File: src/rtl/mcfb_pkg.sv
`timescale 1ns / 1ps
`default_nettype none

package mcfb_pkg;

    localparam int unsigned FRAME_LEN = 9;
    localparam int unsigned IDX_W     = $clog2(FRAME_LEN);

    typedef logic [IDX_W-1:0] frame_idx_t;

    // Position of each byte in the frame.
    localparam frame_idx_t IDX_HEADER   = frame_idx_t'(0);
    localparam frame_idx_t IDX_LENGTH   = frame_idx_t'(1);
    localparam frame_idx_t IDX_LEFT     = frame_idx_t'(2);
    localparam frame_idx_t IDX_PAD_L    = frame_idx_t'(3);
    localparam frame_idx_t IDX_RIGHT    = frame_idx_t'(4);
    localparam frame_idx_t IDX_PAD_R    = frame_idx_t'(5);
    localparam frame_idx_t IDX_FLAGS    = frame_idx_t'(6);
    localparam frame_idx_t IDX_CRC_LO   = frame_idx_t'(7);
    localparam frame_idx_t IDX_CRC_HI   = frame_idx_t'(8);

    localparam logic [7:0]  HEADER_BYTE = 8'hFF;
    localparam logic [7:0]  LENGTH_BYTE = 8'h07;
    localparam logic [7:0]  PAD_BYTE    = 8'h00;
    localparam logic [7:0]  HIT_SPEED   = 8'd200;
    localparam logic [15:0] CRC_INIT    = 16'hFFFF;
    localparam logic [15:0] CRC_POLY    = 16'hA001;

    localparam int unsigned LEFT_FLAG_BIT  = 6;
    localparam int unsigned RIGHT_FLAG_BIT = 4;

    // One byte of the reflected CRC-16, eight shift steps.
    function automatic logic [15:0] crc16_byte(input logic [15:0] crc_in,
                                               input logic [7:0]  data);
        logic [15:0] c;
        c = crc_in ^ {8'h00, data};
        for (int b = 0; b < 8; b++) begin
            if (c[0]) begin
                c = (c >> 1) ^ CRC_POLY;
            end else begin
                c = c >> 1;
            end
        end
        return c;
    endfunction

endpackage

`default_nettype wire

File: src/rtl/motor_command_frame_builder.sv
`timescale 1ns / 1ps
`default_nettype none

// Channel   Direction  Handshake                  Payload
// command   in         cmd_valid / cmd_stall      left_speed, right_speed, left_dir,
//                                                 right_dir, front_hit, rear_hit
// frame     out        frame_valid / frame_stall  out_byte, last_byte
//
// Each command request becomes nine frame bytes, one per cycle while frame_stall
// is low; the byte-wide frame channel sets that pace. The command passes through
// the holding register, then its header byte enters the output register.
// Reset (rst_n low) empties the holding register and the output register.
// A stalled frame byte holds still; one further command waits in the holding
// register meanwhile, and cmd_stall rises only while that register is full.

module motor_command_frame_builder (
    input  wire logic       clk,
    input  wire logic       rst_n,

    input  wire logic       cmd_valid,
    output logic            cmd_stall,
    input  wire logic [7:0] left_speed,
    input  wire logic [7:0] right_speed,
    input  wire logic       left_dir,
    input  wire logic       right_dir,
    input  wire logic       front_hit,
    input  wire logic       rear_hit,

    output logic            frame_valid,
    input  wire logic       frame_stall,
    output logic [7:0]      out_byte,
    output logic            last_byte
);
    import mcfb_pkg::*;

    // Holding register: the command after the collision override.
    logic       hold_valid_reg, hold_valid_next;
    logic [7:0] hold_ls_reg, hold_rs_reg, hold_flags_reg;

    // Command whose frame is being sent.
    logic [7:0] act_ls_reg, act_rs_reg, act_flags_reg;

    // Running CRC, covering every byte loaded so far from the length byte through the flag byte.
    logic [15:0] crc_reg, crc_next;

    // Output register and the frame position of the byte it holds.
    logic       out_valid_reg, out_valid_next;
    logic [7:0] out_byte_reg, out_byte_next;
    logic       last_reg, last_next;
    frame_idx_t idx_reg, idx_next;

    logic       cmd_accept;
    logic       advance;
    logic       in_frame;
    logic       start;
    frame_idx_t idx_inc;

    logic [7:0] ovr_ls, ovr_rs, ovr_flags;

    // Front collision alone forces the hit speed with flags clear; rear collision alone
    // forces the hit speed with both flags set; both or neither let the command through.
    always_comb
    begin
        ovr_ls    = left_speed;
        ovr_rs    = right_speed;
        ovr_flags = 8'h00;
        ovr_flags[LEFT_FLAG_BIT]  = left_dir;
        ovr_flags[RIGHT_FLAG_BIT] = right_dir;
        if (front_hit && !rear_hit) begin
            ovr_ls    = HIT_SPEED;
            ovr_rs    = HIT_SPEED;
            ovr_flags = 8'h00;
        end else if (!front_hit && rear_hit) begin
            ovr_ls    = HIT_SPEED;
            ovr_rs    = HIT_SPEED;
            ovr_flags = 8'h00;
            ovr_flags[LEFT_FLAG_BIT]  = 1'b1;
            ovr_flags[RIGHT_FLAG_BIT] = 1'b1;
        end
    end

    // The output register moves on when it is empty or its byte is taken.
    assign advance  = !out_valid_reg || !frame_stall;
    assign in_frame = out_valid_reg && (idx_reg != IDX_CRC_HI);
    assign start    = advance && !in_frame && hold_valid_reg;
    assign idx_inc  = idx_reg + frame_idx_t'(1);

    assign cmd_stall  = hold_valid_reg && !start;
    assign cmd_accept = cmd_valid && !cmd_stall;

    always_comb
    begin
        hold_valid_next = hold_valid_reg;
        if (cmd_accept) begin
            hold_valid_next = 1'b1;
        end else if (start) begin
            hold_valid_next = 1'b0;
        end
    end

    always_comb
    begin
        out_valid_next = out_valid_reg;
        out_byte_next  = out_byte_reg;
        last_next      = last_reg;
        idx_next       = idx_reg;
        crc_next       = crc_reg;
        if (advance) begin
            if (in_frame) begin
                idx_next       = idx_inc;
                out_valid_next = 1'b1;
                last_next      = (idx_inc == IDX_CRC_HI);
                case (idx_inc)
                    IDX_LENGTH: out_byte_next = LENGTH_BYTE;
                    IDX_LEFT:   out_byte_next = act_ls_reg;
                    IDX_PAD_L:  out_byte_next = PAD_BYTE;
                    IDX_RIGHT:  out_byte_next = act_rs_reg;
                    IDX_PAD_R:  out_byte_next = PAD_BYTE;
                    IDX_FLAGS:  out_byte_next = act_flags_reg;
                    IDX_CRC_LO: out_byte_next = crc_reg[7:0];
                    IDX_CRC_HI: out_byte_next = crc_reg[15:8];
                    default:    out_byte_next = HEADER_BYTE;
                endcase
                // The header is left out of the CRC; the two CRC bytes too.
                if (idx_inc != IDX_CRC_LO && idx_inc != IDX_CRC_HI) begin
                    crc_next = crc16_byte(crc_reg, out_byte_next);
                end
            end else if (hold_valid_reg) begin
                idx_next       = IDX_HEADER;
                out_valid_next = 1'b1;
                out_byte_next  = HEADER_BYTE;
                last_next      = 1'b0;
                crc_next       = CRC_INIT;
            end else begin
                out_valid_next = 1'b0;
            end
        end
    end

    always_ff @(posedge clk or negedge rst_n)
    begin
        if (!rst_n) begin
            hold_valid_reg <= 1'b0;
            out_valid_reg  <= 1'b0;
            idx_reg        <= IDX_HEADER;
        end else begin
            hold_valid_reg <= hold_valid_next;
            out_valid_reg  <= out_valid_next;
            idx_reg        <= idx_next;
        end
    end

    always_ff @(posedge clk)
    begin
        if (cmd_accept) begin
            hold_ls_reg    <= ovr_ls;
            hold_rs_reg    <= ovr_rs;
            hold_flags_reg <= ovr_flags;
        end
        if (start) begin
            act_ls_reg    <= hold_ls_reg;
            act_rs_reg    <= hold_rs_reg;
            act_flags_reg <= hold_flags_reg;
        end
        out_byte_reg <= out_byte_next;
        last_reg     <= last_next;
        crc_reg      <= crc_next;
    end

    assign frame_valid = out_valid_reg;
    assign out_byte    = out_byte_reg;
    assign last_byte   = last_reg;

endmodule

`default_nettype wire

File: config.mk
export PLATFORM = sky130hd
export DESIGN_NAME = motor_command_frame_builder
export DESIGN_NICKNAME = d
export VERILOG_FILES = /design/src/rtl/mcfb_pkg.sv /design/src/rtl/motor_command_frame_builder.sv
export SDC_FILE = /design/constraint.sdc
export NUM_CORES = 1
export LEC_CHECK = 0
export BUFFER_PORTS_ARGS = -buffer_cell sky130_fd_sc_hd__buf_2
export CAP_MARGIN = 20
export CORE_MARGIN = 5
export CORE_UTILIZATION = 30
export DETAILED_ROUTE_END_ITERATION = 10
export GPL_TIMING_DRIVEN = 0
export PLACE_DENSITY = 0.46
export RECOVER_POWER = 25
export SYNTH_ARGS = -nofsm -noshare
export SYNTH_HDL_FRONTEND = slang
export SYNTH_SLANG_ARGS = --single-unit
File: constraint.sdc
create_clock -name clk -period 4.37 [get_ports clk]
set_input_delay 0.874 -clock clk [delete_from_list [all_inputs] [get_ports clk]]
set_output_delay 0.874 -clock clk [all_outputs]
set_load 0.02 [all_outputs]
==> impl_metrics.yaml <==
timing:
  finalHoldViolCount: 0
  clock_skew_ns: 0.00479
  setup_viol: 0
  fmax_ghz: 0.259
  post-route-min-period_ns: 3.86
  rsz0062_at_grt: "false"
  max_slew_margin_pct: 39.8
  worstMarginPinSlew_ns: 0.903
  holdWs_ns: 0.418
  finalMaxSlewViolations: 0
  fin_crit_sh_pct: 88.4
  setup_tns_ns: 0
finish:
  layout-drive-gt1-share_pct: 19.3
  nets: 411
  multi_input_area_um2: 1690
  largest_reg_flops: 16
  nFillCells: 1291
  syn_to_final_growth_pct: 17.0
  fin_util_pct: 35.6
  regArea_um2: 1980
  diodes: 0
  final_cells: 556
cts:
  postCtsResizedCells: 0
  clk_pin_slew_worst_paths_ns: 0.05
  postCtsSetupBuffers: 0
  cts.path.max_buffers: 2
  cts_root_buf: "clkbuf_16"
  h-tree-depth: 3
  ctsHoldBuffers: 0
  numCtsBuffers: 9
  tritoncts: "yes"
  cts.sinks: 67
  worstSkewPairLatency_ns: 0.33
grt:
  antenna_found_initial: 0
  grt_pass1_vias: 2707
  grt_usage_pct: 12.7
  grt_overflow: 0
  grt_pass1_wl_um: 14500
  grt_max_degree: 20
yosys:
  synth-edff-count: 61
  ys.flop_type: "edfxtp_1"
  synth_top_area_share_pct: 48.0
  syn_area_um2: 3820
  synth.area.top_cells: "edfxtp_1, dfrtp_1, nand2_1"
  yosysMostFrequentCell: "edfxtp_1"
  async_reset_ff_share_pct: 8.96
  synth_fp_nets: 366
  postSynthCellCount: 334
  synth_cell_types: 66
  synth_seq_cells: 67
  synth_area_per_cell_um2: 11.4
  yosysWarningCount: 0
  synth_largest_area_cell: "edfxtp_1"
  yosysSeqAreaShare_pct: 51.9
  synthTopCellsByCount: "edfxtp_1, nand2_1, and2_1, nor2_1, nand2b_1"
critical_path:
  crit_fanout: 10
  crit_required_ns: 4.43
  reg2reg_from: "idx_reg[1]"
  crit_arrival_ns: 3.92
  start_kind: "flip-flop"
  criticalPathCategory: "flip-flop to flip-flop"
  critPathCaptureType: "flip-flop"
  crit_path_start: "idx_reg[1]"
outcome:
  outcome: "finished clean"
floorplanning:
  initial_utilization_pct: 30.4
  ios: 35
  rows: 41
  die_h_um: 123
  die_w_um: 123
  core_um2: 12600
  fp.dieArea_um2: 15100
hold_path:
  hp-class: "input pin to async pin"
placement:
  io_buffers: 34
  routabilityCongestion: 0.889
  placed_cells: 540
  dp_hpwl_um: 6630
drt:
  postRouteAntennaNets: 0
  wirelength_um: 8780
  drt-pass1-iter-count: 5
  first_iter_violations: 189
  wl_per_cell_um: 15.8
  avgViaCountPerCell: 4.80
  via_count: 2667
  drc_errors: 0
job:
  max_cap_viol_count: 0
pwr:
  max-vdd-ir-drop_v: 0.000396
  powerDensity_nw_per_um2: 870
  leakage_nw: 1.67
-- layout make-up --
class                   count  share of cell area (%)
flip-flops and latches     67                    44.3
multi-input cells         240                    37.7
clock buffers              10                    5.12
well taps                 172                    4.82
repair buffers             34                    3.70
plain buffers              18                    2.58
clock inverters             6                   0.952
inverters                   9                   0.756
-- kinds of logic after synthesis --
| logic type | Yosys count | share of synthesized area [%] |
|---|---|---|
| DFF | 67 | 51.9 |
| buffers and inverters | 27 | 3.93 |
| AOI/OAI and AO/OA | 65 | 13.8 |
| muxes | 5 | 1.54 |
| adders and majority gates | 8 | 2.62 |
| and+or+nand+nor | 142 | 20.2 |
| xor gates and xnor gates | 20 | 5.93 |
-- worst max-delay path, stage by stage, from the launching register on --
cell and delay [ns]:
dfrtp_1 0.44, buf_6 0.17, inv_1 0.13, ha_1 0.18, clkbuf_1 0.42, nand2_1 0.17, o41ai_4 0.40, a221oi_2 0.17
and2b_1 0.20, mux2_4 0.33, xnor2_2 0.25, xnor2_2 0.17, xnor3_1 0.40, nand2b_1 0.15
-- through the flow --
step	area (µm²)	setup slack (ns)	total power [W]
after floorplan	3820	1.16	0.00281
after global placement	4200	0.514	0.00325
after detailed placement	4200	0.550	0.00326
after CTS	4480	0.526	0.00394
after global routing	4470	0.336	0.00419
final	4470	0.506	0.00389
-- path summary, 6_finish.rpt --
path	endpoint	slack, ns	depth (start not counted)
min	hold_valid_reg	0.42	1
min in group clk	act_flags_reg[6]	0.42	0
min reg2reg	act_flags_reg[6]	0.42	0
max in group asynchronous	idx_reg[0]	3.70	1
max reg2reg	crc_reg[0]	0.51	13
max	crc_reg[0]	0.51	13
-- power breakdown --
| part | switching, W | total, W | internal (W) |
|---|---|---|---|
| combinational | 0.00112 | 0.00210 | 0.000975 |
| sequential | 0.000120 | 0.00114 | 0.00102 |
| clock | 0.000265 | 0.000648 | 0.000383 |
| total | 0.00151 | 0.00389 | 0.00238 |
-- placed cells by master (no fill, tap or decap), types with 4 or more instances in the layout --
master / count
xnor2_2: 5
inv_1: 9
nand4_1: 6
or3_1: 4
buf_6: 5
xor2_1: 4
dfrtp_1: 6
nor2_1: 18
nand3_1: 4
o21ai_0: 14
buf_2: 35
clkbuf_16: 9
nor2b_1: 4
xnor2_1: 10
nand2_1: 39
a21oi_1: 16
edfxtp_1: 61
nand3b_1: 11
and2_1: 19
nor4_1: 5
ha_1: 8
clkbuf_1: 12
nand2b_1: 17
-- metal layers --
layer | vias to the layer above | wire (µm) | track usage [%]
met1 | 1242 | 4070 | 17.0
met4 | 0 | 200 | 4.69
li1 | 1315 | - | -
met2 | 95 | 3930 | 20.1
met3 | 15 | 588 | 3.04
met5 | - | 0 | 0
Power figures use the tool's default switching activity.
